==> config.mk <==
export PLATFORM = sky130hd
export DESIGN_NAME = bb3_mean
export DESIGN_NICKNAME = d
export VERILOG_FILES = /design/src/design/bb3_pkg.sv /design/src/design/bb3_mean.sv
export SDC_FILE = /design/constraint.sdc
export NUM_CORES = 2
export LEC_CHECK = 0
export BUFFER_PORTS_ARGS = -buffer_cell sky130_fd_sc_hd__buf_4
export CAP_MARGIN = 40
export CORE_UTILIZATION = 55
export CTS_CLUSTER_SIZE = 20
export DETAILED_ROUTE_END_ITERATION = 10
export PLACE_DENSITY = 0.73
export SLEW_MARGIN = 30
export SYNTH_ARGS = -nofsm -noshare
export SYNTH_HDL_FRONTEND = slang
export SYNTH_SLANG_ARGS = --single-unit
==> constraint.sdc <==
create_clock -name clock -period 5.72 [get_ports clock]
set_input_delay 0.286 -clock clock [delete_from_list [all_inputs] [get_ports clock]]
set_output_delay 0.286 -clock clock [all_outputs]
set_load 0.03 [all_outputs]
==> src/design/bb3_pkg.sv <==
// shared types, constants and the divisor reciprocal table for the 3x3 box blur
package bb3_pkg;

   localparam int PIX_W          = 8;
   localparam int WIN_ROWS       = 3;
   localparam int WIN_COLS       = 3;
   localparam int CSUM_W         = 10;
   localparam int RSUM_W         = 12;
   localparam int NUM_W          = 13;
   localparam int RECIP_W        = 21;
   localparam int MUL_SHIFT      = 21;
   localparam int PROD_W         = NUM_W + RECIP_W;
   localparam int WIDTH_REG_W    = 11;
   localparam int HEIGHT_REG_W   = 13;
   localparam int CSR_DATA_W     = 13;
   localparam int OUT_ROW_W      = 12;
   localparam int OUT_COL_W      = 10;
   localparam int RESET_WIDTH    = 640;
   localparam int RESET_HEIGHT   = 480;
   localparam int DEF_MAX_WIDTH  = 1024;
   localparam int DEF_MAX_HEIGHT = 4096;
   localparam int FIFO_DEPTH     = 8;

   typedef enum logic [0:0] {
      CSR_IMAGE_WIDTH  = 1'b0,
      CSR_IMAGE_HEIGHT = 1'b1
   } csr_idx_type;

   typedef enum logic {
      CMD_PIXEL = 1'b0,
      CMD_DRAIN = 1'b1
   } cmd_type;

   typedef struct packed {
      logic [PIX_W-1:0] blue;
      logic [PIX_W-1:0] green;
      logic [PIX_W-1:0] red;
   } pixel_type;

   // index 0 is the top window row
   typedef pixel_type [WIN_ROWS-1:0] column_type;

   typedef struct packed {
      logic [CSUM_W-1:0] blue;
      logic [CSUM_W-1:0] green;
      logic [CSUM_W-1:0] red;
   } colsum_type;

   typedef struct packed {
      logic                  en;
      logic [WIN_COLS-1:0]   col_mask;
      logic [OUT_ROW_W-1:0]  row;
      logic [OUT_COL_W-1:0]  col;
      logic                  run_last;
      logic                  frame_done;
   } res_ctl_type;

   typedef struct packed {
      res_ctl_type           a;
      res_ctl_type           b;
      logic [WIN_ROWS-1:0]   row_mask;
   } ctl_type;

   typedef struct packed {
      logic                  frame_done;
      logic                  run_last;
      logic [OUT_COL_W-1:0]  col;
      logic [OUT_ROW_W-1:0]  row;
      logic [PIX_W-1:0]      blue;
      logic [PIX_W-1:0]      green;
      logic [PIX_W-1:0]      red;
   } result_type;

   // ceil(2^21 / (2n)); exact quotient for numerators up to 2*2295+9
   function automatic logic [RECIP_W-1:0] recip(input logic [3:0] n);
      logic [RECIP_W-1:0] m;
      case (n)
         4'd1:    m = 21'd1048576;
         4'd2:    m = 21'd524288;
         4'd3:    m = 21'd349526;
         4'd4:    m = 21'd262144;
         4'd5:    m = 21'd209716;
         4'd6:    m = 21'd174763;
         4'd7:    m = 21'd149797;
         4'd8:    m = 21'd131072;
         4'd9:    m = 21'd116509;
         default: m = '0;
      endcase
      return m;
   endfunction

endpackage

==> src/design/bb3_mean.sv <==
// column sums to rounded means: masked sum and reciprocal lookup, then multiply
module bb3_mean (
   input  logic                                    clock,
   input  logic                                    reset,
   input  bb3_pkg::ctl_type                        ctl,
   input  bb3_pkg::colsum_type [bb3_pkg::WIN_COLS-1:0] col_sums,
   output logic                                    push_a,
   output bb3_pkg::result_type                     res_a,
   output logic                                    push_b,
   output bb3_pkg::result_type                     res_b
);

   bb3_pkg::res_ctl_type          rc          [2];
   logic                          en_in       [2];
   logic                          en_ff       [2];
   bb3_pkg::res_ctl_type          meta_ff     [2];
   logic [bb3_pkg::NUM_W-1:0]     xr_in       [2];
   logic [bb3_pkg::NUM_W-1:0]     xg_in       [2];
   logic [bb3_pkg::NUM_W-1:0]     xb_in       [2];
   logic [bb3_pkg::NUM_W-1:0]     xr_ff       [2];
   logic [bb3_pkg::NUM_W-1:0]     xg_ff       [2];
   logic [bb3_pkg::NUM_W-1:0]     xb_ff       [2];
   logic [bb3_pkg::RECIP_W-1:0]   m_in        [2];
   logic [bb3_pkg::RECIP_W-1:0]   m_ff        [2];
   bb3_pkg::result_type           res         [2];
   logic [1:0]                    rows;
   logic [1:0]                    cols;
   logic [3:0]                    n;
   logic [bb3_pkg::RSUM_W-1:0]    sr;
   logic [bb3_pkg::RSUM_W-1:0]    sg;
   logic [bb3_pkg::RSUM_W-1:0]    sb;
   logic [bb3_pkg::PROD_W-1:0]    pr;
   logic [bb3_pkg::PROD_W-1:0]    pg;
   logic [bb3_pkg::PROD_W-1:0]    pb;

   assign rc[0] = ctl.a;
   assign rc[1] = ctl.b;

   always_comb begin
      rows = 2'(ctl.row_mask[0]) + 2'(ctl.row_mask[1]) + 2'(ctl.row_mask[2]);
      for (int r = 0; r < 2; r++) begin
         cols = 2'(rc[r].col_mask[0]) + 2'(rc[r].col_mask[1]) + 2'(rc[r].col_mask[2]);
         n    = 4'(rows) * 4'(cols);
         sr   = '0;
         sg   = '0;
         sb   = '0;
         for (int k = 0; k < bb3_pkg::WIN_COLS; k++) begin
            if (rc[r].col_mask[k]) begin
               sr = sr + bb3_pkg::RSUM_W'(col_sums[k].red);
               sg = sg + bb3_pkg::RSUM_W'(col_sums[k].green);
               sb = sb + bb3_pkg::RSUM_W'(col_sums[k].blue);
            end
         end
         // 2*sum + n, later divided by 2n
         xr_in[r] = bb3_pkg::NUM_W'({sr, 1'b0}) + bb3_pkg::NUM_W'(n);
         xg_in[r] = bb3_pkg::NUM_W'({sg, 1'b0}) + bb3_pkg::NUM_W'(n);
         xb_in[r] = bb3_pkg::NUM_W'({sb, 1'b0}) + bb3_pkg::NUM_W'(n);
         m_in[r]  = bb3_pkg::recip(n);
         en_in[r] = rc[r].en;
      end
   end

   always_ff @(posedge clock) begin
      if (reset) begin
         en_ff[0] <= 1'b0;
         en_ff[1] <= 1'b0;
      end else begin
         en_ff[0] <= en_in[0];
         en_ff[1] <= en_in[1];
      end
   end

   always_ff @(posedge clock) begin
      for (int r = 0; r < 2; r++) begin
         meta_ff[r] <= rc[r];
         xr_ff[r]   <= xr_in[r];
         xg_ff[r]   <= xg_in[r];
         xb_ff[r]   <= xb_in[r];
         m_ff[r]    <= m_in[r];
      end
   end

   always_comb begin
      for (int r = 0; r < 2; r++) begin
         pr = bb3_pkg::PROD_W'(xr_ff[r]) * bb3_pkg::PROD_W'(m_ff[r]);
         pg = bb3_pkg::PROD_W'(xg_ff[r]) * bb3_pkg::PROD_W'(m_ff[r]);
         pb = bb3_pkg::PROD_W'(xb_ff[r]) * bb3_pkg::PROD_W'(m_ff[r]);
         res[r].red        = pr[bb3_pkg::MUL_SHIFT +: bb3_pkg::PIX_W];
         res[r].green      = pg[bb3_pkg::MUL_SHIFT +: bb3_pkg::PIX_W];
         res[r].blue       = pb[bb3_pkg::MUL_SHIFT +: bb3_pkg::PIX_W];
         res[r].row        = meta_ff[r].row;
         res[r].col        = meta_ff[r].col;
         res[r].run_last   = meta_ff[r].run_last;
         res[r].frame_done = meta_ff[r].frame_done;
      end
   end

   assign push_a = en_ff[0];
   assign res_a  = res[0];
   assign push_b = en_ff[1];
   assign res_b  = res[1];

endmodule

==> impl_metrics.json <==
{
  "status": "finished, violations left",
  "violations": "negative setup slack",
  "p_total_w": 0.0236,
  "rsz0062_at_grt": "true",
  "fillCellCount": 8114,
  "overflow": 0,
  "synth_ff_type": "dfxtp_1",
  "via_per_inst": 5.31,
  "tns_ns": -20.14,
  "die_y_um": 323,
  "grt_pass1_wl_um": 268000,
  "cts_htree_levels": 4,
  "cp_max_fo": 8,
  "timing.final.crit_share_pct": 113,
  "slew_violations": 0,
  "setup_viol": 47,
  "place_area_um2": 64300,
  "synth_area_um2": 56500,
  "ys_warn_count": 0,
  "slew_headroom_pct": 47.9,
  "core-area_um2": 102000,
  "setup_slack_ns": -0.744,
  "hold_path.class": "in -> reg",
  "vias": 45900,
  "power.leakage_nw": 35.7,
  "syn_nets": 8374,
  "synth.distinct_cells": 97,
  "grt_max_degree": 52,
  "drc": 0,
  "worstMarginPinSlew_ns": 0.782,
  "initial_core_util_pct": 55.5,
  "gr-usage-met2_pct": 58.2,
  "gp_congestion": 0.984,
  "clk_transition_reported_paths_ns": 0.07,
  "synth_edf_count": 0,
  "postSynthCellCount": 6528,
  "busiest_layer": "met2",
  "dr.pass1.iters": 8,
  "nNetsFinal": 9107,
  "stdcell_area_um2": 68500,
  "ir_drop_mv": 0.795,
  "wl_um": 168000,
  "cp-startpoint": "m_ff[0][29]$_DFF_P_",
  "cts.sinks": 160,
  "cp-start-kind": "flip-flop",
  "cts_tree": "done",
  "clock_path_buffers": 2,
  "finalHoldViolCount": 0,
  "drtIter0Drc": 2931,
  "grt_pass1_vias": 50100,
  "power_density_nw_per_um2": 345,
  "drive_gt1_share_pct": 20.6,
  "seq_area_frac_synth_pct": 5.67,
  "port_buffers": 248,
  "ios": 249,
  "drt-wirelength-per-cell_um": 19.4,
  "grt_use_met3_pct": 4.28,
  "critPathArrivalTime_ns": 6.18,
  "hp-start": "col_sums[79]",
  "track_usage_pct": 33.5,
  "areaGrowthSynthToFinish_pct": 21.1,
  "die_w_um": 323,
  "die_area_um2": 104000,
  "grt_use_met1_pct": 40.8,
  "cts_made_buffers": 17,
  "critPathCaptureType": "primary output",
  "maxCapViolCount": 0,
  "instances_no_fill": 8645,
  "hpwl_um": 141000,
  "ys_seq_elements": 160,
  "dpl.cell_count": 8477,
  "antenna_found_initial": 6,
  "required_ns": 5.43,
  "critical_path_class": "reg -> out",
  "postRouteAntennaNets": 0,
  "fin_crit_ns": 6.46,
  "utilization_pct": 67.2,
  "synth.avg_cell_area_um2": 8.66,
  "cts-root-buf": "clkbuf_16",
  "async_flop_share_pct": 0,
  "fmax_mhz": 155,
  "rows": 117
}
-- Yosys cell counts (all sizes together), types with 9 or more instances --
| cell type | number | area, um^2 |
|---|---|---|
| or2 | 11 | 68.8 |
| xor2 | 76 | 666 |
| o21a | 34 | 255 |
| and3 | 18 | 113 |
| a211oi | 43 | 358 |
| and2 | 607 | 3800 |
| a211o | 10 | 87.6 |
| o31a | 9 | 78.8 |
| a21oi | 120 | 612 |
| nand2 | 861 | 3230 |
| o31ai | 20 | 194 |
| nor3 | 47 | 252 |
| a31oi | 17 | 106 |
| buf | 17 | 103 |
| mux2 | 30 | 342 |
| fa | 1213 | 24300 |
| clkbuf | 270 | 1080 |
| dfxtp | 160 | 3200 |
| or3 | 25 | 166 |
| xnor2 | 137 | 1200 |
| nand4 | 16 | 106 |
| nor2 | 127 | 477 |
| o21bai | 12 | 90.1 |
| ha | 482 | 6030 |
| o21ai | 111 | 559 |
| nor2b | 22 | 138 |
| inv | 1732 | 6500 |
| mux2i | 20 | 236 |
| nand2b | 15 | 93.8 |
| a21o | 65 | 488 |
| nor4 | 13 | 106 |
| nand3 | 43 | 220 |
| a41oi | 10 | 95.1 |
| o211ai | 12 | 90.1 |
-- repair_timing --
action / 4_1_cts / 5_1_grt
resized for setup: 434 / 202
endpoints found under the setup margin: 48 / 48
setup buffers: 54 / 29
endpoints found under the hold margin: 50 / 0
cloned: 0 / 4
hold buffers: 51 / 0
pin swaps: 157 / 144
-- worst paths after layout --
path,endpoint,slack (ns),depth (start not counted)
worst max-delay path,res_b[5],-0.74,24
worst min-delay path,xg_ff[0][25]$_DFF_P_,0.33,4
-- flip-flops by register name, indices dropped and copies added (netlist names) --
register,cells
xb_ff,26
m_ff,36
xr_ff,24
en_ff,2
xg_ff,24
meta_ff,48
-- power breakdown --
group | switching (W) | internal (W) | total, W
Combinational | 0.0116 | 0.00886 | 0.0205
Clock | 0.000628 | 0.000585 | 0.00121
Sequential | 0.000526 | 0.00139 | 0.00191
-- kinds of logic (layout without fill, tap and decap cells) --
family | Yosys count | after routing | share of synthesized area (%)
and+or+nand+nor | 1859 | 1859 | 16.4
adders and majority gates | 1695 | 1695 | 53.6
AOI/OAI and AO/OA | 532 | 532 | 6.41
buffers and inverters | 2019 | 2765 | 13.6
muxes | 50 | 50 | 1.02
DFF | 160 | 160 | 5.67
other | 0 | 3 | 0
xor gates and xnor gates | 213 | 213 | 3.30
-- layout make-up --
type,count,area (um^2),share of cell area [%]
multi-input cells,4349,47500,69.3
well taps,1368,1710,2.50
diodes,3,7.51,0.0110
clock buffers,17,425,0.621
flip-flops and latches,160,3370,4.92
repair buffers,1001,8840,12.9
clock inverters,15,169,0.247
inverters,1732,6500,9.49
-- cells in the final DEF, fill, tap and decap left out, types with 47 or more instances in the layout --
cell	n
a21o_1	64
a21oi_1	85
and2_1	558
and2_4	47
buf_12	58
buf_4	790
buf_6	83
dfxtp_1	92
dlygate4sd3_1	51
fa_1	1167
ha_1	442
inv_1	1680
inv_2	52
nand2_1	820
nor2_1	120
o21ai_0	71
xnor2_1	120
xor2_1	67
-- metrics by stage --
stage | hold slack [ns] | setup slack, ns
after floorplan | 0.314 | -0.0161
after global placement | 0.390 | -0.491
after detailed placement | 0.391 | -0.571
after CTS | 0.293 | -0.692
after global routing | 0.360 | -0.940
final | 0.333 | -0.744
-- critical path: stages, from the launching register on --
cell       delay [ns]
dfxtp_4          0.36
buf_12           0.14
buf_4            0.14
nand2_2          0.07
inv_2            0.04
fa_1             0.54
inv_2            0.04
fa_1             0.48
inv_2            0.04
fa_1             0.46
fa_1             0.49
inv_1            0.05
fa_1             0.52
inv_2            0.05
ha_4             0.21
a21o_1           0.21
a2111oi_4        0.41
o211ai_1         0.18
nand3_2          0.19
o211ai_1         0.17
buf_4            0.17
a21o_1           0.19
a21oi_2          0.21
xnor2_2          0.14
buf_6            0.16
-- routing by layer --
metal / up-vias / part of all wire (%)
met1: 23100 / 38
li1: 20800 / -
met2: 1599 / 50
met5: - / 0.026
met3: 501 / 6.4
met4: 6 / 5.8
(Power assumes the default switching activity.)
