**src/design/bb3_pkg.sv**
```systemverilog
// shared types, constants and the divisor reciprocal table for the 3x3 box blur
package bb3_pkg;

   localparam int PIX_W          = 8;
   localparam int WIN_ROWS       = 3;
   localparam int WIN_COLS       = 3;
   localparam int CSUM_W         = 10;
   localparam int RSUM_W         = 12;
   localparam int NUM_W          = 13;
   localparam int RECIP_W        = 21;
   localparam int MUL_SHIFT      = 21;
   localparam int PROD_W         = NUM_W + RECIP_W;
   localparam int WIDTH_REG_W    = 11;
   localparam int HEIGHT_REG_W   = 13;
   localparam int CSR_DATA_W     = 13;
   localparam int OUT_ROW_W      = 12;
   localparam int OUT_COL_W      = 10;
   localparam int RESET_WIDTH    = 640;
   localparam int RESET_HEIGHT   = 480;
   localparam int DEF_MAX_WIDTH  = 1024;
   localparam int DEF_MAX_HEIGHT = 4096;
   localparam int FIFO_DEPTH     = 8;

   typedef enum logic [0:0] {
      CSR_IMAGE_WIDTH  = 1'b0,
      CSR_IMAGE_HEIGHT = 1'b1
   } csr_idx_type;

   typedef enum logic {
      CMD_PIXEL = 1'b0,
      CMD_DRAIN = 1'b1
   } cmd_type;

   typedef struct packed {
      logic [PIX_W-1:0] blue;
      logic [PIX_W-1:0] green;
      logic [PIX_W-1:0] red;
   } pixel_type;

   // index 0 is the top window row
   typedef pixel_type [WIN_ROWS-1:0] column_type;

   typedef struct packed {
      logic [CSUM_W-1:0] blue;
      logic [CSUM_W-1:0] green;
      logic [CSUM_W-1:0] red;
   } colsum_type;

   typedef struct packed {
      logic                  en;
      logic [WIN_COLS-1:0]   col_mask;
      logic [OUT_ROW_W-1:0]  row;
      logic [OUT_COL_W-1:0]  col;
      logic                  run_last;
      logic                  frame_done;
   } res_ctl_type;

   typedef struct packed {
      res_ctl_type           a;
      res_ctl_type           b;
      logic [WIN_ROWS-1:0]   row_mask;
   } ctl_type;

   typedef struct packed {
      logic                  frame_done;
      logic                  run_last;
      logic [OUT_COL_W-1:0]  col;
      logic [OUT_ROW_W-1:0]  row;
      logic [PIX_W-1:0]      blue;
      logic [PIX_W-1:0]      green;
      logic [PIX_W-1:0]      red;
   } result_type;

   // ceil(2^21 / (2n)); exact quotient for numerators up to 2*2295+9
   function automatic logic [RECIP_W-1:0] recip(input logic [3:0] n);
      logic [RECIP_W-1:0] m;
      case (n)
         4'd1:    m = 21'd1048576;
         4'd2:    m = 21'd524288;
         4'd3:    m = 21'd349526;
         4'd4:    m = 21'd262144;
         4'd5:    m = 21'd209716;
         4'd6:    m = 21'd174763;
         4'd7:    m = 21'd149797;
         4'd8:    m = 21'd131072;
         4'd9:    m = 21'd116509;
         default: m = '0;
      endcase
      return m;
   endfunction

endpackage

```
**src/design/bb3_cell.sv**
```systemverilog
// one window column cell: holds three pixels and their masked per-channel column sum
module bb3_cell (
   input  logic                                    clock,
   input  logic                                    shift_en,
   input  logic [bb3_pkg::WIN_ROWS-1:0]            row_mask,
   input  bb3_pkg::column_type                     col_in,
   output bb3_pkg::column_type                     col_out,
   output bb3_pkg::colsum_type                     sum_out
);

   bb3_pkg::column_type col_ff;
   bb3_pkg::colsum_type sum_ff;
   bb3_pkg::colsum_type sum_in;

   always_comb begin
      sum_in = '0;
      for (int k = 0; k < bb3_pkg::WIN_ROWS; k++) begin
         if (row_mask[k]) begin
            sum_in.red   = sum_in.red   + bb3_pkg::CSUM_W'(col_in[k].red);
            sum_in.green = sum_in.green + bb3_pkg::CSUM_W'(col_in[k].green);
            sum_in.blue  = sum_in.blue  + bb3_pkg::CSUM_W'(col_in[k].blue);
         end
      end
   end

   always_ff @(posedge clock) begin
      if (shift_en) begin
         col_ff <= col_in;
         sum_ff <= sum_in;
      end
   end

   assign col_out = col_ff;
   assign sum_out = sum_ff;

endmodule

```
**config.mk**
```make
export PLATFORM = sky130hd
export DESIGN_NAME = bb3_cell
export DESIGN_NICKNAME = d
export VERILOG_FILES = /design/src/design/bb3_pkg.sv /design/src/design/bb3_cell.sv
export SDC_FILE = /design/constraint.sdc
export NUM_CORES = 1
export LEC_CHECK = 0
export BUFFER_PORTS_ARGS = -buffer_cell sky130_fd_sc_hd__buf_2
export CORE_MARGIN = 5
export CORE_UTILIZATION = 56
export DETAILED_ROUTE_END_ITERATION = 10
export PLACE_DENSITY = 0.86
export RECOVER_POWER = 100
export SLEW_MARGIN = 20
export SYNTH_ARGS = -nofsm -noshare
export SYNTH_HDL_FRONTEND = slang
export SYNTH_SLANG_ARGS = --single-unit
```
**constraint.sdc**
```tcl
create_clock -name clock -period 11.3 [get_ports clock]
set_input_delay 2.26 -clock clock [delete_from_list [all_inputs] [get_ports clock]]
set_output_delay 2.26 -clock clock [all_outputs]
set_load 0.02 [all_outputs]
```
==> flow_metrics.tcl, run 1 <==
set metrics [dict create \
    run_status "finished with violations" \
    failing_checks "capacitance limit, slew limit" \
    grt.total_usage 0.216 \
    area.growth.synth_to_final_pct 17.6 \
    final.min_clock_period_ns 6.33 \
    syn-cell-area_um2 5720 \
    vdd_ir_drop_max_v 0.0000765 \
    worst_hold_path.endpoint "col_out[14]" \
    crit_path_start_kind "primary input" \
    ant_nets 0 \
    synth-seq-cells 102 \
    die-area_um2 12300 \
    grt_first_pass_wirelength_um 21600 \
    die_y_um 111 \
    first_pass_iters 5 \
    num_io_pins 179 \
    postSynth.topFlopCell "edfxtp_1" \
    grt_antenna_before_repair 0 \
    vias 4336 \
    path_delay_family "buffers and inverters" \
    hold_path_depth 1 \
    finalPower_mw 0.999 \
    critical_path_depth 11 \
    initial_utilization 0.565 \
    yosysMostFrequentCell "edfxtp_1" \
    post-route-drc-count 0 \
    synth_mux_area_frac 0.0505 \
    transition_time_at_the_pin_with_the_least_slew_margin_ns 2.99 \
    wl_um 13500 \
    critPathBufInv 2 \
    synth_cell_type_count 54 \
    final-setup-viol-count 0 \
    synthesis.area_per_instance_um2 12.5 \
    path_common_cell "o21ai_0" \
    gpl_congestion 0.806 \
    rsz0062_at_grt "no" \
    hold_class "primary input to register" \
    yosys.area_share.adder 0.130 \
    timing.setup.tns_ns 0 \
    routedWlPerCell_um 17.3 \
    pwr_density_cell_nw_per_um2 148 \
    placedInstanceArea_um2 6750 \
    worstPathCellList "clkbuf_1 > inv_1 > mux2_1 > ha_1 > fa_1 > a21oi_1 > o21ai_0 > o311a_1 > o21a_1 > o21ai_0 > xor2_1" \
    clk_transition_reported_paths_ns 0.09 \
    cts.hold.buffers_added 0 \
    antenna-diode-count 0 \
    setup.worst_path.class "primary input to register" \
    timing.slew.headroom -0.996 \
    port_buffer_count 178 \
    synthCells 458 \
    largest_family_of_logic_cells_by_synthesized_area "adder cells" \
    synth_top_cell_by_area "edfxtp_1" \
    final-hold-violation-count 0 \
    timing.critical_path.required_ns 11.43 \
    via_count_of_the_first_global_routing_pass 4570 \
    post-route-period-util 0.560 \
    post_cts_resized 0 \
    floorplan.die.width_um 111 \
    cts_tree "built" \
    clock_buffer_count_from_cts 9 \
    clock_tree.buffer_depth 2 \
    synthTopCellsByCount "102 x edfxtp_1, 48 x ha_1, 31 x nor2_1, 29 x a21oi_1, 27 x nand2_1" \
    placement_rows 37 \
    clock_sinks 102 \
    post-route-util 0.664 \
    static-leakage-power_nw 2.51 \
    path_max_fanout 27 \
    synth-edff-count 102 \
    share_of_flip_flops_with_an_asynchronous_set_or_reset 0 \
    final_design_area_no_fill_um2 6730 \
    crit_path_max_incr_delay_ns 0.94 \
    drive_above_1_share 0.0935 \
    cts_setup_buffers 0 \
    synth.yosys.seq_area_share 0.535 \
    min_from "col_in[14]" \
    compound_cell_area_share_of_the_yosys_netlist 0.115 \
    max_cap_viol_count 2 \
    timing.critical_path.arrival_ns 6.45 \
    crit_path_top_delay_cell "clkbuf_1" \
    fmaxAchievable_mhz 158 \
    timing_max_transition_violations_final 105 \
    coreArea_um2 10100 \
    end_kind "register" \
    nets 768 \
    cts.root.buffer_cell "clkbuf_8" \
    ys_warn_count 0 \
    final_layout_fill_cell_count 823 \
    post_drt_via_cell_ratio 5.57 \
    synth_xor_xnor_area_share 0.0520 \
    dr.first_iter.drc_count 212 \
    global_route.overflow_total 0 \
    final_hpwl_dp_um 10200 \
    synthSimpleGateAreaFrac 0.102 \
    synth.top_cells.by_area "edfxtp_1 54%, ha_1 10%, mux2_2 4.3%" \
    synth.net_count 589 \
    cts_max_level 3 \
    pin_count_of_the_biggest_net_entering_global_routing 60 \
    fraction_of_post_synthesis_cell_area_in_the_top_cell_type_by_area 0.535 \
]
sequential cells by signal, indices dropped and copies added, names as in the netlist:
register	flops
sum_out	30
col_out	72
power breakdown:
| group | internal (mW) | switching (mW) | total, mW |
|---|---|---|---|
| sequential | 0.464 | 0.0101 | 0.474 |
| combinational | 0.103 | 0.177 | 0.280 |
| clock | 0.124 | 0.121 | 0.245 |
| total | 0.691 | 0.309 | 0.999 |
logic make-up (layout without fill, tap and decap cells):
| family | count (synthesis) | after routing |
|---|---|---|
| and+or+nand+nor | 118 | 118 |
| DFF | 102 | 102 |
| AOI/OAI and AO/OA | 98 | 98 |
| adders and majority gates | 56 | 56 |
| xor gates and xnor gates | 34 | 34 |
| muxes | 26 | 26 |
| buffers and inverters | 24 | 208 |
worst max path at each step:
stage / startpoint / to / slack (ns)
CTS: row_mask[0] / sum_out[7] / 5.60
global placement: row_mask[0] / sum_out[7] / 5.51
global route: shift_en / col_out[70] / 4.55
floorplan: row_mask[0] / sum_out[7] / 5.83
finish: row_mask[1] / sum_out[8] / 4.97
detailed placement: row_mask[0] / sum_out[7] / 5.27
metrics by stage:
stage                     setup slack, ns  std cells  hold WS, ns
after CTS                            5.60        778         2.06
after global placement               5.51        762         2.45
after detailed placement             5.27        762         2.46
final                                4.97        778         2.07
after floorplan                      5.83        458         2.36
after global routing                 4.55        778         2.05
metal layers:
| layer | part of all wire | global-route usage | up-vias |
|---|---|---|---|
| met2 | 0.50 | 0.377 | 190 |
| met1 | 0.39 | 0.248 | 2026 |
| met3 | 0.076 | 0.0524 | 35 |
| met4 | 0.031 | 0.102 | 0 |
| li1 | - | - | 2085 |
| met5 | 0 | 0 | - |
final cells by class:
| type | count | area (um^2) | area share |
|---|---|---|---|
| Clock buffer | 11 | 131 | 0.0195 |
| Clock inverter | 5 | 73.8 | 0.0110 |
| Inverter | 13 | 48.8 | 0.00725 |
| Multi-Input combinational cell | 332 | 2560 | 0.380 |
| Sequential cell | 102 | 3060 | 0.455 |
| Tap cell | 136 | 170 | 0.0253 |
| Timing Repair Buffer | 179 | 691 | 0.103 |
layout by cell type, fill, tap and decap left out, drive strengths merged, types with 6 or more instances in the layout:
| cell type | Yosys | layout |
|---|---|---|
| xnor2 | 23 | 23 |
| edfxtp | 102 | 102 |
| fa | 6 | 6 |
| nor3 | 12 | 12 |
| nand3 | 9 | 9 |
| a21o | 6 | 6 |
| nor2b | 9 | 9 |
| clkbuf | 9 | 175 |
| mux2 | 23 | 23 |
| inv | 11 | 11 |
| ha | 48 | 48 |
| a31oi | 6 | 6 |
| and2 | 17 | 17 |
| nand2 | 27 | 27 |
| o21ai | 25 | 25 |
| buf | 2 | 15 |
| a21oi | 31 | 31 |
| xor2 | 11 | 11 |
| nor2 | 31 | 31 |
(Power assumes the default switching activity.)
==> run 2, diff against run 1 <==
--- a/config.mk
+++ b/config.mk
@@ -7,9 +7,9 @@
 export LEC_CHECK = 0
 export BUFFER_PORTS_ARGS = -buffer_cell sky130_fd_sc_hd__buf_2
 export CORE_MARGIN = 5
-export CORE_UTILIZATION = 56
+export CORE_UTILIZATION = 52
 export DETAILED_ROUTE_END_ITERATION = 10
-export PLACE_DENSITY = 0.86
+export PLACE_DENSITY = 0.81
 export RECOVER_POWER = 100
 export SLEW_MARGIN = 20
 export SYNTH_ARGS = -nofsm -noshare
==> constraint.sdc (replaced) <==
create_clock -name clock -period 6.2 [get_ports clock]
set_input_delay 1.24 -clock clock [delete_from_list [all_inputs] [get_ports clock]]
set_output_delay 1.24 -clock clock [all_outputs]
set_load 0.02 [all_outputs]
==> run 2 against run 1 <==
Net effect:
- the flow still finishes with violations (capacitance limit, slew limit)
- count of clock-buffer cells in the layout down 1
- largest power group unchanged
- flip-flop and latch count unchanged
- sequential power grew 82%
==> flow_metrics.tcl, run 2 (synthesized netlist as in run 1, its figures left out) <==
set metrics [dict create \
    run_status "finished with violations" \
    failing_checks "capacitance limit, slew limit" \
    num_io_pins 179 \
    post-route-period-util 0.839 \
    static-leakage-power_nw 2.49 \
    grt.total_usage 0.206 \
    path_delay_family "buffers and inverters" \
    clock_tree.buffer_depth 2 \
    final_design_area_no_fill_um2 6730 \
    layout_commonest_cell "clkbuf_1" \
    floorplan.die.width_um 115 \
    cts_setup_buffers 0 \
    initial_utilization 0.530 \
    cts_tree "built" \
    timing_max_transition_violations_final 42 \
    crit_path_start_kind "primary input" \
    vdd_ir_drop_max_v 0.000130 \
    pin_count_of_the_biggest_net_entering_global_routing 63 \
    coreArea_um2 10800 \
    holdWs_ns 1.05 \
    path_max_fanout 27 \
    worstPathCellList "clkbuf_1 > inv_1 > mux2_1 > ha_1 > fa_1 > a21oi_1 > o21ai_0 > o311a_1 > o21a_1 > o21ai_1 > xor2_1" \
    clk_transition_reported_paths_ns 0.09 \
    die_y_um 115 \
    crit_path_max_incr_delay_ns 0.93 \
    timing.critical_path.required_ns 6.33 \
    timing.slew.headroom -0.516 \
    final-setup-viol-count 0 \
    rsz0062_at_grt "no" \
    timing.setup.tns_ns 0 \
    clock_sinks 102 \
    grt_antenna_before_repair 1 \
    port_buffer_count 178 \
    cts.root.buffer_cell "clkbuf_8" \
    vias 4295 \
    die-area_um2 13200 \
    post_cts_resized 0 \
    global_route.usage.met2 0.361 \
    dr.first_iter.drc_count 280 \
    cts_max_level 3 \
    routedWlPerCell_um 17.3 \
    grt_most_used_layer "met2" \
    clock_buffer_count_from_cts 9 \
    hold_class "primary input to register" \
    drive_above_1_share 0.0842 \
    dpl_worst_slack_ns 1.26 \
    grt.met1_usage 0.247 \
    max_cap_viol_count 1 \
    final-hold-violation-count 0 \
    largest_reg_flops 72 \
    nets 768 \
    post-route-util 0.624 \
    grtUsageMet3 0.0442 \
    transition_time_at_the_pin_with_the_least_slew_margin_ns 2.27 \
    final_hpwl_dp_um 10200 \
    crit_path_top_delay_cell "clkbuf_1" \
    area.growth.synth_to_final_pct 17.6 \
    placement_rows 38 \
    grt_first_pass_wirelength_um 21300 \
    pwr_density_cell_nw_per_um2 270 \
    most-common-layout-cells "170 x clkbuf_1, 102 x edfxtp_1, 48 x ha_1" \
    post_drt_via_cell_ratio 5.49 \
    first_pass_iters 5 \
    gpl_congestion 0.838 \
    final.min_clock_period_ns 5.20 \
    worstSetupStartpoint "row_mask[1]" \
    placedInstanceArea_um2 6760 \
    end_kind "register" \
    cts.hold.buffers_added 0 \
    fmaxAchievable_mhz 192 \
    wl_um 13500 \
    post-route-drc-count 0 \
    critPathBufInv 2 \
    ant_nets 0 \
    global_route.overflow_total 0 \
    setup.worst_path.class "primary input to register" \
    min_from "col_in[0]" \
    via_count_of_the_first_global_routing_pass 4418 \
    post-route-worst-setup-slack_ns 0.998 \
    timing.critical_path.arrival_ns 5.33 \
]
-- run 2: cell types whose count changed in the layout (fill, tap and decap cells not counted), sizes merged --
cell / delta
clkbuf: +5
diode: +1
clkinvlp: +1
clkinv: -1
buf: -6
-- run 2: power by group --
part	total (mW)	internal (mW)	switching (mW)	leakage, nW
Sequential	0.864	0.845	0.0185	0.996
Combinational	0.507	0.187	0.320	1.40
Clock	0.445	0.223	0.222	0.0974
-- run 2: worst paths after layout --
path,end,slack (ns),cells past startpoint
worst max-delay path,sum_out[8],1.0,11
worst min-delay path,col_out[0],1.05,1
-- run 2: layout make-up --
class | count | area, um^2
repair buffers | 179 | 684
inverters | 13 | 48.8
fillers | 892 | 4060
flip-flops and latches | 102 | 3060
diodes | 1 | 2.50
clock inverters | 5 | 75.1
clock buffers | 10 | 128
well taps | 140 | 175
multi-input cells | 332 | 2560
-- run 2: routing by layer --
metal  up-vias  share of wire
li1       2086              -
met1      2025           0.40
met2       166           0.51
met3        18          0.071
met4         0          0.018
met5         -              0
-- run 2: through the flow --
| step | cells | power (mW) |
|---|---|---|
| 4_1_cts | 781 | 1.85 |
| 2_1_floorplan | 458 | 1.24 |
| 5_1_grt | 782 | 1.92 |
| 3_5_place_dp | 766 | 1.41 |
| 3_3_place_gp | 766 | 1.39 |
| 6_report | 782 | 1.82 |
