<file path="config.mk">
export PLATFORM = sky130hd
export DESIGN_NAME = bb3_out_fifo
export DESIGN_NICKNAME = d
export VERILOG_FILES = /design/src/design/bb3_pkg.sv /design/src/design/bb3_out_fifo.sv
export SDC_FILE = /design/constraint.sdc
export NUM_CORES = 1
export LEC_CHECK = 0
export ABC_CLOCK_PERIOD_IN_PS = 10300
export BUFFER_PORTS_ARGS = -buffer_cell sky130_fd_sc_hd__buf_2
export CORE_MARGIN = 2
export CORE_UTILIZATION = 50
export CTS_CLUSTER_DIAMETER = 30
export DETAILED_ROUTE_END_ITERATION = 6
export GPL_TIMING_DRIVEN = 0
export PLACE_DENSITY = 0.68
export SLEW_MARGIN = 5
export SYNTH_ARGS = -nofsm -noshare
export SYNTH_HDL_FRONTEND = slang
export SYNTH_SLANG_ARGS = --single-unit
</file>
<file path="constraint.sdc">
create_clock -name clock -period 10.3 [get_ports clock]
set_clock_uncertainty 0.2 [all_clocks]
set_input_delay 2.06 -clock clock [delete_from_list [all_inputs] [get_ports clock]]
set_output_delay 2.06 -clock clock [all_outputs]
set_load 0.02 [all_outputs]
</file>
<file path="src/design/bb3_pkg.sv">
// shared types, constants and the divisor reciprocal table for the 3x3 box blur
package bb3_pkg;

   localparam int PIX_W          = 8;
   localparam int WIN_ROWS       = 3;
   localparam int WIN_COLS       = 3;
   localparam int CSUM_W         = 10;
   localparam int RSUM_W         = 12;
   localparam int NUM_W          = 13;
   localparam int RECIP_W        = 21;
   localparam int MUL_SHIFT      = 21;
   localparam int PROD_W         = NUM_W + RECIP_W;
   localparam int WIDTH_REG_W    = 11;
   localparam int HEIGHT_REG_W   = 13;
   localparam int CSR_DATA_W     = 13;
   localparam int OUT_ROW_W      = 12;
   localparam int OUT_COL_W      = 10;
   localparam int RESET_WIDTH    = 640;
   localparam int RESET_HEIGHT   = 480;
   localparam int DEF_MAX_WIDTH  = 1024;
   localparam int DEF_MAX_HEIGHT = 4096;
   localparam int FIFO_DEPTH     = 8;

   typedef enum logic [0:0] {
      CSR_IMAGE_WIDTH  = 1'b0,
      CSR_IMAGE_HEIGHT = 1'b1
   } csr_idx_type;

   typedef enum logic {
      CMD_PIXEL = 1'b0,
      CMD_DRAIN = 1'b1
   } cmd_type;

   typedef struct packed {
      logic [PIX_W-1:0] blue;
      logic [PIX_W-1:0] green;
      logic [PIX_W-1:0] red;
   } pixel_type;

   // index 0 is the top window row
   typedef pixel_type [WIN_ROWS-1:0] column_type;

   typedef struct packed {
      logic [CSUM_W-1:0] blue;
      logic [CSUM_W-1:0] green;
      logic [CSUM_W-1:0] red;
   } colsum_type;

   typedef struct packed {
      logic                  en;
      logic [WIN_COLS-1:0]   col_mask;
      logic [OUT_ROW_W-1:0]  row;
      logic [OUT_COL_W-1:0]  col;
      logic                  run_last;
      logic                  frame_done;
   } res_ctl_type;

   typedef struct packed {
      res_ctl_type           a;
      res_ctl_type           b;
      logic [WIN_ROWS-1:0]   row_mask;
   } ctl_type;

   typedef struct packed {
      logic                  frame_done;
      logic                  run_last;
      logic [OUT_COL_W-1:0]  col;
      logic [OUT_ROW_W-1:0]  row;
      logic [PIX_W-1:0]      blue;
      logic [PIX_W-1:0]      green;
      logic [PIX_W-1:0]      red;
   } result_type;

   // ceil(2^21 / (2n)); exact quotient for numerators up to 2*2295+9
   function automatic logic [RECIP_W-1:0] recip(input logic [3:0] n);
      logic [RECIP_W-1:0] m;
      case (n)
         4'd1:    m = 21'd1048576;
         4'd2:    m = 21'd524288;
         4'd3:    m = 21'd349526;
         4'd4:    m = 21'd262144;
         4'd5:    m = 21'd209716;
         4'd6:    m = 21'd174763;
         4'd7:    m = 21'd149797;
         4'd8:    m = 21'd131072;
         4'd9:    m = 21'd116509;
         default: m = '0;
      endcase
      return m;
   endfunction

endpackage

</file>
<file path="src/design/bb3_out_fifo.sv">
// response queue taking up to two entries per cycle and giving one while out_ready is high
module bb3_out_fifo #(
   parameter int DEPTH = 8
) (
   input  logic                 clock,
   input  logic                 reset,
   input  logic                 push_a,
   input  bb3_pkg::result_type  data_a,
   input  logic                 push_b,
   input  bb3_pkg::result_type  data_b,
   output logic                 out_valid,
   input  logic                 out_ready,
   output bb3_pkg::result_type  out_data
);

   localparam int PTR_W = $clog2(DEPTH);
   localparam int CNT_W = $clog2(DEPTH + 1);

   bb3_pkg::result_type mem_ff [DEPTH];
   logic [PTR_W-1:0]    wr_ptr_ff;
   logic [PTR_W-1:0]    wr_ptr_in;
   logic [PTR_W-1:0]    rd_ptr_ff;
   logic [PTR_W-1:0]    rd_ptr_in;
   logic [CNT_W-1:0]    count_ff;
   logic [CNT_W-1:0]    count_in;
   logic [PTR_W-1:0]    b_addr;
   logic [PTR_W-1:0]    wr_next;
   logic [PTR_W-1:0]    rd_next;
   logic                pop;

   assign pop = out_valid && out_ready;

   always_comb begin
      wr_next   = (32'(wr_ptr_ff) == DEPTH - 1) ? '0 : wr_ptr_ff + PTR_W'(1);
      rd_next   = (32'(rd_ptr_ff) == DEPTH - 1) ? '0 : rd_ptr_ff + PTR_W'(1);
      b_addr    = push_a ? wr_next : wr_ptr_ff;
      wr_ptr_in = wr_ptr_ff;
      if (push_a && push_b) begin
         wr_ptr_in = (32'(b_addr) == DEPTH - 1) ? '0 : b_addr + PTR_W'(1);
      end else if (push_a || push_b) begin
         wr_ptr_in = wr_next;
      end
      rd_ptr_in = pop ? rd_next : rd_ptr_ff;
      count_in  = count_ff + CNT_W'(push_a) + CNT_W'(push_b) - CNT_W'(pop);
   end

   always_ff @(posedge clock) begin
      if (reset) begin
         wr_ptr_ff <= '0;
         rd_ptr_ff <= '0;
         count_ff  <= '0;
      end else begin
         wr_ptr_ff <= wr_ptr_in;
         rd_ptr_ff <= rd_ptr_in;
         count_ff  <= count_in;
      end
   end

   always_ff @(posedge clock) begin
      if (push_a) begin
         mem_ff[wr_ptr_ff] <= data_a;
      end
      if (push_b) begin
         mem_ff[b_addr] <= data_b;
      end
   end

   assign out_valid = (count_ff != '0);
   assign out_data  = mem_ff[rd_ptr_ff];

endmodule

</file>
==> results of run 1 <==
-- worst max-delay path, delay by kind of cell (launching register included) --
| kind | cells | cell delay [ns] |
|---|---|---|
| buffers and inverters | 4 | 2.01 |
| multiplexers | 2 | 0.72 |
| flip-flops | 1 | 0.30 |
-- flip-flops by register name, indices dropped and copies added, names as in the netlist, named ones only --
register	count
mem_ff	384
count_ff	4
rd_ptr_ff	3
wr_ptr_ff	3
-- per-layer routing --
metal	track usage (%)	vias up
met5	0	-
met4	9.18	10
met3	5.96	92
met2	41.0	452
met1	35.1	5980
li1	-	5030
-- power groups by stage --
stage	logic (mW)	clock network, mW	registers [mW]
floorplan	0.727	0	1.99
global placement	1.04	0	2.01
detailed placement	1.10	0	1.98
CTS	1.11	2.78	1.96
global route	1.17	2.87	1.97
finish	1.10	2.75	1.96
-- Yosys cell counts, drive strengths merged, types with 2 or more instances --
master / n / area (µm²)
inv: 8 / 30.0
mux2: 432 / 4860
o21ai: 6 / 30.0
buf: 46 / 327
nor2: 7 / 26.3
fa: 2 / 40.0
nand3: 3 / 15.0
mux4: 96 / 2160
a22oi: 2 / 15.0
and2: 2 / 12.5
clkbuf: 26 / 97.6
o22ai: 2 / 12.5
nor3: 2 / 10.0
nor2b: 3 / 18.8
edfxtp: 384 / 11500
or3b: 2 / 20.0
nand2: 16 / 60.1
a21oi: 5 / 36.3
a211oi: 4 / 30.0
o21bai: 2 / 15.0
ha: 10 / 125
xnor2: 2 / 17.5
dfxtp: 13 / 260
nand2b: 7 / 43.8
-- per-stage QoR --
step	std cells	TNS, ns	power, mW	setup WS [ns]
2_1_floorplan	1092	0	2.71	3.44
3_3_place_gp	1764	-254.19	3.05	-1.43
3_5_place_dp	1786	0	3.09	5.05
4_1_cts	1948	0	5.85	4.41
5_1_grt	1949	0	6.00	4.27
6_report	1949	0	5.80	4.39
-- kinds of logic after synthesis --
group / count (synthesis) / share of synthesized area, %
multiplexers: 529 / 35.4
buffers and inverters: 80 / 2.28
XOR/XNOR: 3 / 0.132
AND/OR/NAND/NOR: 45 / 1.14
flip-flops: 397 / 59.3
adder cells (fa/ha/maj): 12 / 0.831
AO/OA/AOI/OAI: 26 / 0.906
-- layout make-up --
type	instances	area share (%)
antenna	1	0.0101
inverter	8	0.121
buffer	72	1.71
clock inverter	51	2.18
multi-input combinational	615	31.2
sequential	397	47.5
clock buffer	111	9.65
timing repair buffer	169	5.03
tap	525	2.65
-- worst max path at each step --
stage / cells past startpoint / slack [ns] / startpoint / to
3_3_place_gp: 4 / -1.43 / push_a / mem_ff[4][20]
4_1_cts: 6 / 4.41 / flop / out_data[42]
6_report: 6 / 4.39 / flop / out_data[42]
3_5_place_dp: 6 / 5.05 / flop / out_data[24]
2_1_floorplan: 3 / 3.44 / push_a / mem_ff[4][0]
5_1_grt: 6 / 4.27 / flop / out_data[42]
==> impl_results.md, run 1 <==
- # hold bufs at CTS: 0
- Final instance area: roughly 25,000 µm²
- Port bufs: 147
- Commonest non-fill, non-tap cell in the layout: mux2_2
- Final hold slack: around 0.29 ns
- Antenna Violating Nets Remaining: 0
- Area Growth Syn to Fin: 24.9%
- First-pass GRT wire length: 77.7 mm
- Number of synthesized flops with an enable pin: 384
- Critical path's slowest cell: clkbuf_1
- Worst Hold Class: reg2reg
- Vert. Die Dim: approximately 200 µm
- Ratio of cells with drive above 1 in the final layout: around three fifths
- Clock Latency Late Sink: around 0.61 ns
- WS Path Type: reg2out
- R2r setup slk: slightly below 7 ns
- Avg Cell Area, Syn: between 15 and 20 µm²
- Vias/cell: 5.93
- Net Count, Synth: about 1.2k
- Leak Pwr: 8.62 nW
- Comb power frac: between 10% and 20%
- Net Switching: between 1 and 1.5 mW
- Post-synthesis register bit count: 397
- Wirelength per Cell: ~27 µm
- WHS Path Cells: 2
- Seq pwr share: around 34%
- CP Max Fanout: 10
- DR top layer: met5
- CP Capture Type: output pin
- Synth Warn #: 0
- # fillers: roughly 2.9k
- Reg area: approximately 12,000 µm²
- Overall track demand over capacity in global routing: approximately 26%
- Clock tree buffer depth: 3
- Top cell by count, worst path: clkbuf_1
- Placement Cell Area: between 20,000 and 25,000 µm²
- Run status: finished clean
- RD Place Congestion: 0.801
- Worst VDD drop: roughly 0.14 mV
- Multi-input logic area: about 7700 µm²
- Wl on met1: 21.9 mm
- Hold path start: rd_ptr_ff[1]
- Die width: about 200 µm
- Final nets: approximately 1.5k
- Clk sink count: slightly below 400
- Final WL: ~52 mm
- Period utilization: 57.4%
- Antenna violations before repair: 6
- Clock power frac: a little under half
- Startpoint Class: flop
- # DRC: 0
- Most frequent cells in the layout: mux2_2, edfxtp_1, buf_2, mux4_2, clkbuf_16
- CTS HTree Levels: 3
- Post-CTS setup buffer count: 0
- Post-synthesis cell count: about 1.1k
- Clk slew on worst S/H paths: 0.05 ns
- Pin count of the biggest net entering global routing: 22
- Die area: between 40,000 and 50,000 µm²
- Commonest register cell after synthesis: edfxtp_1
- Sw Ratio: 25.5%
- Max-slew headroom: between 20% and 30%
- RR Endpoint: mem_ff[7][9]
- Max cap viols: 0
- Initial core utilization: roughly half
- Clock root cell: clkbuf_16
- FFs w/ async S/R, synth: 0%
- Core area: about 39,000 µm²
- IO Pins: 150
- TritonCTS clock tree: done
- Post-CTS resize count: 0
- Register area share after synthesis: 59.3%
- Int Pwr: 4.32 mW
- DR vias: approximately 12k
- Post-synthesis cell type count: 39
- Cell breakdown of the critical path: clkbuf_1 > clkbuf_1 > clkbuf_1 > mux4_2 > mux2_2 > buf_2
- TritonCTS Buffers: 91
- CP max stage delay: roughly 0.75 ns
- Maximum clock frequency: around 170 MHz
- WP data required: approximately 8.0 ns
- Vias in the first global route: ~12k
- Routed wl met3: 3.96 mm
- Final Util: 62.9%
- Crit path DAT: 3.65 ns
- Total gr overflow: 0
- # rows: 73
- Post-synthesis cell area: roughly 20,000 µm²
- RR Startpoint: wr_ptr_ff[1]
- Final min period: ~5.9 ns
- Final setup violating endpoints: 0
- Reg2Reg Depth: 11
- Dpl hpwl: 31.6 mm
- Final hold violations: 0
- Met2 WL: 25.1 mm
- Unrepaired setup endpoints after global routing: false
- Worst slew pin tran: ~1.1 ns
- Pwr dens: around 230 nW/µm²
- 1st-iter DRT viols: around 930
- Drt pass-1 iters: 5
- Max-slew violation count: 0
No activity file was read; power rests on OpenSTA's default activity.
==> run 2: changes to the inputs <==
--- a/config.mk
+++ b/config.mk
@@ -5,14 +5,14 @@
 export SDC_FILE = /design/constraint.sdc
 export NUM_CORES = 1
 export LEC_CHECK = 0
-export ABC_CLOCK_PERIOD_IN_PS = 10300
+export ABC_CLOCK_PERIOD_IN_PS = 5300
 export BUFFER_PORTS_ARGS = -buffer_cell sky130_fd_sc_hd__buf_2
 export CORE_MARGIN = 2
 export CORE_UTILIZATION = 50
 export CTS_CLUSTER_DIAMETER = 30
 export DETAILED_ROUTE_END_ITERATION = 6
 export GPL_TIMING_DRIVEN = 0
-export PLACE_DENSITY = 0.68
+export PLACE_DENSITY = 0.71
 export SLEW_MARGIN = 5
 export SYNTH_ARGS = -nofsm -noshare
 export SYNTH_HDL_FRONTEND = slang
==> constraint.sdc (replaced) <==
create_clock -name clock -period 5.3 [get_ports clock]
set_clock_uncertainty 0.2 [all_clocks]
set_input_delay 1.06 -clock clock [delete_from_list [all_inputs] [get_ports clock]]
set_output_delay 1.06 -clock clock [all_outputs]
set_load 0.02 [all_outputs]
==> impl_results.md, run 2 (synthesized netlist as in run 1, its figures left out) <==
- Run status: finished clean
- Final hold violations: 0 (unchanged)
- Largest register FFs: 384 (unchanged)
- Ratio of cells with drive above 1 in the final layout: 62.5% (+0.78 points)
- Maximum clock frequency: 205 MHz
- Period utilization: 91.8%
- WP data required: 4.04 ns (-4.00 ns)
- Top cell by count, worst path: clkbuf_1
- Clock root cell: clkbuf_16
- Setup Slack @ Placement: 1.08 ns (-3.97 ns)
- Initial core utilization: 50.4% (unchanged)
- CP max stage delay: 0.75 ns (about the same)
- Pin count of the biggest net entering global routing: 22 (unchanged)
- Dpl hpwl: 31.1 mm (-1.6%)
- # DRC: 0 (unchanged)
- Most flops, register: mem_ff
- Post-CTS resize count: 0 (unchanged)
- Worst slew pin tran: 1.08 ns (+0.0197 ns)
- CTS HTree Levels: 3 (unchanged)
- Leak Pwr: 8.56 nW (-0.73%)
- Worst Hold Class: reg2reg
- Port bufs: 147 (unchanged)
- Commonest non-fill, non-tap cell in the layout: mux2_2
- Clk sink count: 397 (unchanged)
- Clock Latency Late Sink: 0.62 ns (about the same)
- IO Pins: 150 (unchanged)
- Cell breakdown of the critical path: clkbuf_1 > clkbuf_1 > clkbuf_1 > mux4_2 > mux2_2 > buf_2
- Total Power: 11.1 mW (+91%)
- RD Place Congestion: 0.801 (about the same)
- Final nets: 1,460 (-0.48%)
- Placement Cell Area: 21,800 µm² (-0.31%)
- Post-route setup slack: 0.433 ns (-3.96 ns)
- Total gr overflow: 0 (unchanged)
- Clock tree buffer depth: 3 (unchanged)
- # fillers: 2,880 (-0.96%)
- Antenna Violating Nets Remaining: 0 (unchanged)
- 1st-iter DRT viols: 996 (+7.3%)
- Final min period: a little under 5 ns
- Vias in the first global route: 12.3k (-1.4%)
- WHS Path Cells: 2 (unchanged)
- Die area: 41,400 µm² (unchanged)
- Vias/cell: 5.89 (-0.74%)
- DR vias: 11.5k (-0.64%)
- Pwr dens: 448 nW/µm² (+92%)
- Post-CTS setup buffer count: 0 (unchanged)
- Final setup violating endpoints: 0 (unchanged)
- Core area: 39,500 µm² (unchanged)
- Unrepaired setup endpoints after global routing: false
- Overall track demand over capacity in global routing: 25.6% (-0.25 points)
- Area Growth Syn to Fin: 24.0%
- # hold bufs at CTS: 0 (unchanged)
- Most frequent cells in the layout: mux2_2, edfxtp_1, buf_2, mux4_2, clkbuf_16
- TritonCTS Buffers: 86 (-5.5%)
- CP Max Fanout: 10 (unchanged)
- Final instance area: 24,700 µm² (-0.66%)
- R2r setup slk: 1.71 ns (-5.06 ns)
- Critical path's slowest cell: clkbuf_1
- Wirelength per Cell: 26.5 µm (-1.1%)
- Antenna violations before repair: 10 (+4)
- Max-slew headroom: 27.9% (-1.3 points)
- Final hold slack: 0.283 ns (-0.00630 ns)
- Reg2Reg Depth: 10 (-1)
- Max cap viols: 0 (unchanged)
- TritonCTS clock tree: done
- Leading registers by flop count: mem_ff x384, count_ff x4
- First-pass GRT wire length: 76.8 mm (-1.1%)
- Drt pass-1 iters: 5 (unchanged)
- # rows: 73 (unchanged)
- Max-slew violation count: 0 (unchanged)
- CP Capture Type: output pin
- WS Path Type: reg2out
- Startpoint Class: flop
- Vert. Die Dim: 203 µm (unchanged)
- Worst VDD drop: 0.257 mV (+87%)
- Final WL: 51.6 mm (-0.95%)
- Crit path DAT: 3.61 ns (-0.04 ns)
- Clk slew on worst S/H paths: 0.05 ns (about the same)
- Die width: 203 µm (unchanged)
-- run 2: final timing paths --
path	start	end
worst max-delay path	flop	out_data[33]
worst min-delay path	rd_ptr_ff[1]	rd_ptr_ff[1]
worst max register to register	wr_ptr_ff[1]	mem_ff[5][26]
worst min register to register	rd_ptr_ff[1]	rd_ptr_ff[1]
-- run 2: final cells by class --
| type | count | area [µm²] | share of cell area, % |
|---|---|---|---|
| Buffer | 72 | 424 | 1.72 |
| Tap cell | 525 | 657 | 2.66 |
| Clock inverter | 59 | 566 | 2.29 |
| Timing Repair Buffer | 167 | 1180 | 4.79 |
| Antenna cell | 8 | 20.0 | 0.0812 |
| Inverter | 8 | 30.0 | 0.122 |
| Clock buffer | 100 | 2260 | 9.15 |
| Sequential cell | 397 | 11800 | 47.8 |
| Multi-Input combinational cell | 615 | 7730 | 31.4 |
-- run 2: stage by stage --
stage / TNS, ns / util (%) / std cells
after CTS: 0 / 62.4 / 1943
after floorplan: -48.69 / - / 1092
final: 0 / 62.5 / 1951
after global routing: 0 / 62.5 / 1946
after global placement: -1111.24 / 53.9 / 1764
after detailed placement: 0 / 55.3 / 1784
-- run 2: layer usage --
metal | global-route usage [%] | up-vias | share of wire, %
li1 | - | 5024 | -
met1 | 33.9 | 5942 | 41
met2 | 42.0 | 432 | 50
met3 | 5.43 | 84 | 7.2
met4 | 9.10 | 8 | 2.1
met5 | 0 | - | 0.11
-- run 2: power breakdown --
part	leakage [nW]	internal, mW	switching, mW
clock	1.38	3.40	1.74
sequential	3.63	3.74	0.0567
combinational	3.55	0.999	1.12
total	8.56	8.14	2.92
-- run 2: worst max-delay path, delay by kind of cell, from the launching register on --
family / cells / cell delay, ns
flops: 1 / 0.30
mux: 2 / 0.72
buf+inv: 4 / 1.95
